$ cat src/rtl/spjq_pkg.sv
package spjq_pkg;

   localparam int QUEUE_DEPTH = 8;

   localparam logic CMD_ADD    = 1'b0;
   localparam logic CMD_REMOVE = 1'b1;

   typedef enum logic [1:0] {
      ST_ADDED   = 2'd0,
      ST_FULL    = 2'd1,
      ST_REMOVED = 2'd2,
      ST_EMPTY   = 2'd3
   } status_type;

   typedef struct packed {
      logic [31:0] text;
      logic [15:0] prio;
      logic [15:0] tag;
   } entry_type;

   // what each cell shows its neighbors
   typedef struct packed {
      logic      valid;
      logic      take;
      entry_type entry;
   } cell_io_type;

   // broadcast to every cell
   typedef struct packed {
      logic      ins;
      logic      rem;
      entry_type key;
   } ctl_type;

   typedef struct packed {
      status_type  status;
      logic [31:0] text;
      logic [15:0] prio;
      logic [15:0] tag;
   } rsp_type;

   // new key is served strictly before the stored entry
   function automatic logic goes_before(input entry_type key, input entry_type stored);
      logic result;
      if (key.prio != stored.prio) begin
         result = key.prio < stored.prio;
      end else begin
         result = key.tag < stored.tag;
      end
      return result;
   endfunction

endpackage

$ cat src/rtl/spjq_if.sv
interface spjq_req_if;
   logic        valid;
   logic        ready;
   logic        command;
   logic [31:0] job_text;
   logic [15:0] job_priority;
   logic [15:0] arrival_tag;

   modport source (output valid, output command, output job_text,
                   output job_priority, output arrival_tag, input ready);
   modport sink   (input valid, input command, input job_text,
                   input job_priority, input arrival_tag, output ready);
endinterface

interface spjq_rsp_if;
   logic        valid;
   logic        ready;
   logic [1:0]  status;
   logic [31:0] out_text;
   logic [15:0] out_priority;
   logic [15:0] out_tag;

   modport source (output valid, output status, output out_text,
                   output out_priority, output out_tag, input ready);
   modport sink   (input valid, input status, input out_text,
                   input out_priority, input out_tag, output ready);
endinterface

$ cat src/rtl/stable_priority_job_queue_core.sv
// channel   dir  handshake          word
// req_chan  in   valid/ready        command, job_text, job_priority, arrival_tag
// rsp_chan  out  valid/ready        status, out_text, out_priority, out_tag
//
// One command per cycle unless a stalled response holds req_chan.ready low;
// the response follows in the cycle after, as the cell row inserts or shifts.
// Synchronous reset empties every cell; entry data is not cleared.
// A stalled response blocks new commands only until it is taken.
module stable_priority_job_queue_core import spjq_pkg::*; (
   input logic        clock,
   input logic        reset,
   spjq_req_if.sink   req_chan,
   spjq_rsp_if.source rsp_chan
);

   cell_io_type cells [QUEUE_DEPTH];
   cell_io_type lefts [QUEUE_DEPTH];
   cell_io_type rights[QUEUE_DEPTH];
   ctl_type     ctl;

   logic    rsp_valid_ff, rsp_valid_in;
   rsp_type rsp_ff, rsp_in;
   logic    accept, full, empty;

   assign req_chan.ready = !rsp_valid_ff || rsp_chan.ready;
   assign accept = req_chan.valid && req_chan.ready;
   assign full   = cells[QUEUE_DEPTH-1].valid;
   assign empty  = !cells[0].valid;

   assign ctl.ins       = accept && (req_chan.command == CMD_ADD) && !full;
   assign ctl.rem       = accept && (req_chan.command == CMD_REMOVE) && !empty;
   assign ctl.key.text  = req_chan.job_text;
   assign ctl.key.prio  = req_chan.job_priority;
   assign ctl.key.tag   = req_chan.arrival_tag;

   genvar i;
   generate
      for (i = 0; i < QUEUE_DEPTH; i++) begin : g_cell
         if (i == 0) begin : g_head
            assign lefts[i] = '{valid: 1'b1, take: 1'b0, entry: '0};
         end else begin : g_mid
            assign lefts[i] = cells[i-1];
         end
         if (i == QUEUE_DEPTH-1) begin : g_tail
            assign rights[i] = '{valid: 1'b0, take: 1'b0, entry: '0};
         end else begin : g_body
            assign rights[i] = cells[i+1];
         end
         spjq_cell u_cell (
            .clock (clock),
            .reset (reset),
            .ctl   (ctl),
            .left  (lefts[i]),
            .right (rights[i]),
            .own   (cells[i])
         );
      end
   endgenerate

   always_comb begin
      rsp_in       = rsp_ff;
      rsp_valid_in = rsp_valid_ff;
      if (rsp_chan.ready) begin
         rsp_valid_in = 1'b0;
      end
      if (accept) begin
         rsp_valid_in = 1'b1;
         rsp_in       = '{status: ST_ADDED, text: '0, prio: '0, tag: '0};
         if (req_chan.command == CMD_ADD) begin
            if (full) begin
               rsp_in.status = ST_FULL;
            end
         end else if (empty) begin
            rsp_in.status = ST_EMPTY;
         end else begin
            rsp_in.status = ST_REMOVED;
            rsp_in.text   = cells[0].entry.text;
            rsp_in.prio   = cells[0].entry.prio;
            rsp_in.tag    = cells[0].entry.tag;
         end
      end
   end

   always_ff @(posedge clock) begin
      if (reset) begin
         rsp_valid_ff <= 1'b0;
      end else begin
         rsp_valid_ff <= rsp_valid_in;
      end
   end

   always_ff @(posedge clock) begin
      rsp_ff <= rsp_in;
   end

   assign rsp_chan.valid        = rsp_valid_ff;
   assign rsp_chan.status       = rsp_ff.status;
   assign rsp_chan.out_text     = rsp_ff.text;
   assign rsp_chan.out_priority = rsp_ff.prio;
   assign rsp_chan.out_tag      = rsp_ff.tag;

   generate
      for (i = 0; i + 1 < QUEUE_DEPTH; i++) begin : g_chk
         // live cells form a prefix
         a_prefix: assert property (@(posedge clock) disable iff (reset)
            cells[i+1].valid |-> cells[i].valid)
            else $error("hole in live cells");
         // live cells stay sorted
         a_sorted: assert property (@(posedge clock) disable iff (reset)
            cells[i+1].valid |-> !goes_before(cells[i+1].entry, cells[i].entry))
            else $error("cells out of order");
      end
   endgenerate

   a_remove: assert property (@(posedge clock) disable iff (reset)
      (accept && req_chan.command == CMD_REMOVE && !empty)
      |=> (rsp_ff.status == ST_REMOVED) && rsp_valid_ff)
      else $error("remove not reported");

   a_full_hold: assert property (@(posedge clock) disable iff (reset)
      (accept && req_chan.command == CMD_ADD && full)
      |=> cells[QUEUE_DEPTH-1].valid && $stable(cells[0].entry))
      else $error("rejected add changed queue");

endmodule

$ cat src/rtl/spjq_cell.sv
module spjq_cell import spjq_pkg::*; (
   input  logic        clock,
   input  logic        reset,
   input  ctl_type     ctl,
   input  cell_io_type left,
   input  cell_io_type right,
   output cell_io_type own
);

   logic      valid_ff, valid_in;
   entry_type entry_ff, entry_in;
   logic      take;

   // empty slot or new key ranks ahead of this one
   assign take = !valid_ff || goes_before(ctl.key, entry_ff);

   always_comb begin
      valid_in = valid_ff;
      entry_in = entry_ff;
      if (ctl.ins) begin
         if (take) begin
            entry_in = left.take ? left.entry : ctl.key;
         end
         valid_in = valid_ff || left.valid;
      end else if (ctl.rem) begin
         entry_in = right.entry;
         valid_in = right.valid;
      end
   end

   always_ff @(posedge clock) begin
      if (reset) begin
         valid_ff <= 1'b0;
      end else begin
         valid_ff <= valid_in;
      end
   end

   always_ff @(posedge clock) begin
      entry_ff <= entry_in;
   end

   assign own.valid = valid_ff;
   assign own.take  = take;
   assign own.entry = entry_ff;

endmodule

$ cat src/flat_wrapper.sv
// flat-port wrapper written by rule: the top's interface ports become plain ports
module stable_priority_job_queue_core_flat import spjq_pkg::*;
  (clock, reset, req_chan_valid, req_chan_command, req_chan_job_text, req_chan_job_priority, req_chan_arrival_tag, req_chan_ready, rsp_chan_valid, rsp_chan_status, rsp_chan_out_text, rsp_chan_out_priority, rsp_chan_out_tag, rsp_chan_ready);
  spjq_req_if req_chan_i ();
  spjq_rsp_if rsp_chan_i ();
  input logic clock;
  input logic reset;
  input wire logic [$bits(req_chan_i.valid)-1:0] req_chan_valid;
  input wire logic [$bits(req_chan_i.command)-1:0] req_chan_command;
  input wire logic [$bits(req_chan_i.job_text)-1:0] req_chan_job_text;
  input wire logic [$bits(req_chan_i.job_priority)-1:0] req_chan_job_priority;
  input wire logic [$bits(req_chan_i.arrival_tag)-1:0] req_chan_arrival_tag;
  output wire logic [$bits(req_chan_i.ready)-1:0] req_chan_ready;
  output wire logic [$bits(rsp_chan_i.valid)-1:0] rsp_chan_valid;
  output wire logic [$bits(rsp_chan_i.status)-1:0] rsp_chan_status;
  output wire logic [$bits(rsp_chan_i.out_text)-1:0] rsp_chan_out_text;
  output wire logic [$bits(rsp_chan_i.out_priority)-1:0] rsp_chan_out_priority;
  output wire logic [$bits(rsp_chan_i.out_tag)-1:0] rsp_chan_out_tag;
  input wire logic [$bits(rsp_chan_i.ready)-1:0] rsp_chan_ready;
  assign req_chan_i.valid = req_chan_valid;
  assign req_chan_i.command = req_chan_command;
  assign req_chan_i.job_text = req_chan_job_text;
  assign req_chan_i.job_priority = req_chan_job_priority;
  assign req_chan_i.arrival_tag = req_chan_arrival_tag;
  assign req_chan_ready = req_chan_i.ready;
  assign rsp_chan_valid = rsp_chan_i.valid;
  assign rsp_chan_status = rsp_chan_i.status;
  assign rsp_chan_out_text = rsp_chan_i.out_text;
  assign rsp_chan_out_priority = rsp_chan_i.out_priority;
  assign rsp_chan_out_tag = rsp_chan_i.out_tag;
  assign rsp_chan_i.ready = rsp_chan_ready;
  stable_priority_job_queue_core u_core (.clock(clock), .reset(reset), .req_chan(req_chan_i), .rsp_chan(rsp_chan_i));
endmodule
$ cat config.mk
export PLATFORM = sky130hd
export DESIGN_NAME = stable_priority_job_queue_core_flat
export DESIGN_NICKNAME = d
export VERILOG_FILES = /design/src/rtl/spjq_pkg.sv /design/src/rtl/spjq_if.sv /design/src/rtl/stable_priority_job_queue_core.sv /design/src/rtl/spjq_cell.sv /design/src/flat_wrapper.sv
export SDC_FILE = /design/constraint.sdc
export NUM_CORES = 2
export LEC_CHECK = 0
export BUFFER_PORTS_ARGS = -buffer_cell sky130_fd_sc_hd__buf_2
export CORE_MARGIN = 8
export CORE_UTILIZATION = 30
export DETAILED_ROUTE_END_ITERATION = 10
export PLACE_DENSITY_LB_ADDON = 0.25
export SYNTH_ARGS = -nofsm -noshare
export SYNTH_HDL_FRONTEND = slang
export SYNTH_HIERARCHICAL = 1
export SYNTH_SLANG_ARGS = --single-unit
$ cat constraint.sdc
create_clock -name clock -period 17.7 [get_ports clock]
set_input_delay 1.77 -clock clock [delete_from_list [all_inputs] [get_ports clock]]
set_output_delay 1.77 -clock clock [all_outputs]
set_load 0.02 [all_outputs]
# Yosys cells after proc, flatten, opt, wreduce, memory -nomap -nowiden
# Cells that the tools add are included.
# totals
register_bits	587
output_inout_bits	68
wordCells	171
# op_classes
n_lt_le_gt_ge	16
eq_ne	16
mux	60
bitwise	1
n_reduce_logical	41
# op_table
cell	n
2-to-1 mux 64 bit	31
< comparator 16 bit	16
!= test 16 bit	8
2-to-1 mux 1 bit	28
AND reduction 2 bit	9
logical OR 1 bit	16
!= test 2 bit, second input constant	8
logical NOT 1 bit	9
logical AND 1 bit	5
nonzero test 2 bit	2
2-to-1 mux 2 bit	1
NOT 1 bit	1

# Logic depth before layout (Yosys ltp)
# depth
depth_word	7
mapped_depth	13

# By module
# Netlist, hierarchy kept.
# modules_own_cells
mod	n_inst	cells_per_inst	area_each_um2	seq_area_each_um2
spjq_cell (u_core.g_cell[0].u_cell ...)	4	397	4056.4	1941.9
spjq_cell (u_core.g_cell[5].u_cell ...)	3	400	4139.0	1941.9
spjq_cell (u_core.g_cell[1].u_cell)	1	396	4060.1	1941.9
stable_priority_job_queue_core	1	156	2591.2	2001.9

# Worst setup path before layout
# Ideal clock, no wire load.
# synth_path
path_type	input -> register
from	input port req_chan_job_priority[14]
to	register u_core.g_cell[1].u_cell.entry_ff (netlist bit u_core/g_cell[1].u_cell/own[0]), enable pin
arrival_ns	6.519
path_slack_ns	10.659
path_stages	6
n_path_buf	0
path_cell_list	ha_1 nand4_1 or4_1 a2111oi_1 o2111ai_1 a41oi_1
# synth_between
elab_chain_cells	5
elab_cells_between_ends	6
# synth_rtl
element	line_no	text
from (decl)	flat_wrapper.sv:11	input wire logic [$bits(req_chan_i.job_priority)-1:0] req_chan_job_priority;
< comparator 16 bit / != test 16 bit (equally long branches)	spjq_pkg.sv:46, spjq_pkg.sv:45	
2-to-1 mux 1 bit (*)	spjq_pkg.sv:45	if (key.prio != stored.prio) begin
logical OR 1 bit (*)	spjq_cell.sv:15	assign take = !valid_ff || goes_before(ctl.key, entry_ff);
!= test 2 bit (no source line) (*)	n/a	
AND reduction 2 bit (no source line) (*)	n/a	
to (signal assigned)	spjq_cell.sv:40	entry_ff <= entry_in;
to (decl)	spjq_cell.sv:11	entry_type entry_ff, entry_in;
# Every way passes the cells marked *; elsewhere a longest branch is shown, timed or not.
# A chain may end at the register's enable or synchronous reset.

# Worst setup path after layout
# layout_path
from	input port req_chan_job_priority[11]
to	register u_core.g_cell[1].u_cell.entry_ff (netlist bit u_core/g_cell[1].u_cell/own[21]), enable pin
# The elaborated chain is that of the path after synthesis.

==> results.txt <==
status - finished, final reports clean
grt met3 use - 2.21%
DRC Markers - 0
TritonCTS clock tree - done
DIE AREA - 0.129 sq mm
first-pass GRT wire length - 154 mm
gr busiest metal - met2
M2 GR Usage - 24.3%
fraction of layout cells with a size suffix above 1 - 8.49%
crit path DAT - 6.25 ns
switching part of the total - 28.2%
Multi-input gate area - 0.0165 sq mm
Core Footprint - 0.117 sq mm
wire per inst - 19.8 um
DRT antenna net count - 0
combinational share of power - 15.6%
gpl congestion - 0.776
vias per cell - 4.96
final worst-path cycle share - 33.9%
All-Layer GR Usage - 15.1%
Setup crit start kind - input pin
# hold bufs at CTS - 0
Cell Area, Synth - 0.0353 sq mm
Initial Util - 30.1%
H-tree depth - 3
root buffer cell - clkbuf_16
Util after Layout - 34.3%
worst skew pair latency - 0.64 ns
clock share of power - 38.9%
Hold/Removal Path Class - reg2reg
worst vdd ir - 0.0592 mV
CTS Sinks - 587
Max Buffers Root-to-Sink - 3
unrepaired setup endpoints after global routing - no
Global Route met1 Usage - 21.4%
synth warn - 6
Syn Inst Count - 3,338
fillcell total - 12.0k
CTS Buf Count - 73
Area Overhead vs Synth - 14.0%
largest net degree at the start of global routing - 265
Setup Buffers After CTS - 0
CP required - 17.95 ns
Initial DRC Count - 1,830
die width - 359 um
PwrDens - 94.9 mW/mm^2
# IOs - 137
FMAX - 0.167 GHz
Final Hold Fails - 0
vias in the first global route - 25.3k
Final Skew - 0.0237 ns
Initial DRT Pass Iterations - 5
Die Y-Extent - 359 um
Pins Over Slew Limit - 0
Pint - 2740 uW
Reg power frac - 45.5%
Sw Pwr - 1080 uW
worst-margin pin slew - 1.17 ns
CP max FO - 43
Max-Cap Viols - 0
Rel. slew slack - 22.0%
minimum clock period - 6.00 ns
CP Capture Type - register
Routed WL - 101 mm
Site Rows - 126
Avg Inst Size Synth - 10.6 sq um
PortBufs - 136
critical path type - in2reg
Vias - 25.3k
Setup TNS - 0 ns
clock transition at the registers of the reported paths - 0.06 ns
initial antenna violation count - 6
hpwl dp - 64.7 mm
Reg area - 0.0175 sq mm
PostCTS Resize Cnt - 0
Final nets - 3,816
final setup vio count - 0
Design Power - 3820 uW
total gr overflow - 0
Leakage Power - 0.0189 uW
stage by stage:
stage          hold slack (ns)  instance area (sq um)  setup WS (ns)  std cells
2_1_floorplan            0.492                  35800          10.66       3467
3_3_place_gp             0.546                  37900          11.16       4960
3_5_place_dp             0.554                  37900          11.20       4960
4_1_cts                  0.565                  40200          11.86       5095
5_1_grt                  0.588                  40200          11.56       5095
6_report                 0.560                  40200          11.70       5097
power by group through the flow:
stage	clock, uW	sequential, uW	combinational (uW)
detailed placement	0	1770	596
finish	1480	1740	596
floorplan	0	1760	405
CTS	1530	1740	599
global placement	0	1770	585
global route	1580	1750	670
layout make-up:
cell class	instances	share of cell area, %
Tap cell	1536	4.78
Clock inverter	41	0.899
Multi-Input combinational cell	2414	41.1
Clock buffer	94	4.89
Sequential cell	587	43.6
Inverter	261	2.44
Timing Repair Buffer	162	2.27
Antenna cell	2	0.0124
state kept, by name, indices dropped and copies added (netlist names):
| name | count |
|---|---|
| u_core/rsp_chan.out_priority | 16 |
| u_core/rsp_chan.status | 2 |
| u_core/rsp_chan.out_text | 32 |
| u_core/g_cell.u_cell/own | 512 |
| u_core/rsp_chan.out_tag | 16 |
| u_core/g_cell.u_cell/valid_ff | 8 |
| u_core/rsp_chan.valid | 1 |
worst max-delay path, cell delays in order:
cell       delay [ns]
buf_2            0.23
ha_1             0.38
nand4_1          0.25
or4_1            0.64
a2111oi_1        0.60
o2111ai_1        0.45
a41oi_4          1.04
buf_4            0.79
final timing paths:
kind                                                   from  slack (ns)                                   endpoint  depth (start not counted)
setup / recovery                  req_chan_job_priority[11]       11.70  u_core/g_cell[1].u_cell/own[21]$_DFFE_PP_                          8
hold / removal    u_core/g_cell[7].u_cell/own[39]$_DFFE_PP_        0.56  u_core/g_cell[6].u_cell/own[39]$_DFFE_PP_                          2
setup reg to reg         u_core/rsp_chan.valid$_SDFFE_PP0P_       12.69  u_core/g_cell[1].u_cell/own[21]$_DFFE_PP_                          7
hold reg to reg   u_core/g_cell[7].u_cell/own[39]$_DFFE_PP_        0.56  u_core/g_cell[6].u_cell/own[39]$_DFFE_PP_                          2
layout by cell type, fill, tap and decap left out, types with 5 or more instances in the layout:
master and instances:
a2111o_1 5, a2111oi_0 9, a2111oi_4 6, a211oi_1 11
a21o_1 9, a21oi_1 595, a31oi_1 6, a41oi_4 8
and3_1 67, and4_1 9, buf_2 136, buf_4 23
bufinv_16 5, clkbuf_1 16, clkbuf_16 74, clkinv_1 13
clkinv_2 16, conb_1 131, dfxtp_1 8, edfxtp_1 578
ha_1 248, inv_1 261, mux2i_1 512, nand2_1 59
nand2b_1 17, nand3_1 20, nand3_4 7, nand4_1 23
nor2_1 549, nor3_1 17, nor3b_1 8, o2111ai_1 10
o211ai_1 8, o21a_1 11, o21ai_0 29, o221a_2 5
or4_1 10
routing by layer:
layer | vias up | wire length (um)
met5 | - | 35
met4 | 6 | 1910
met3 | 129 | 4450
met2 | 490 | 46000
met1 | 12300 | 48800
li1 | 12300 | -
Note: power is estimated with default switching activity, not from simulation.
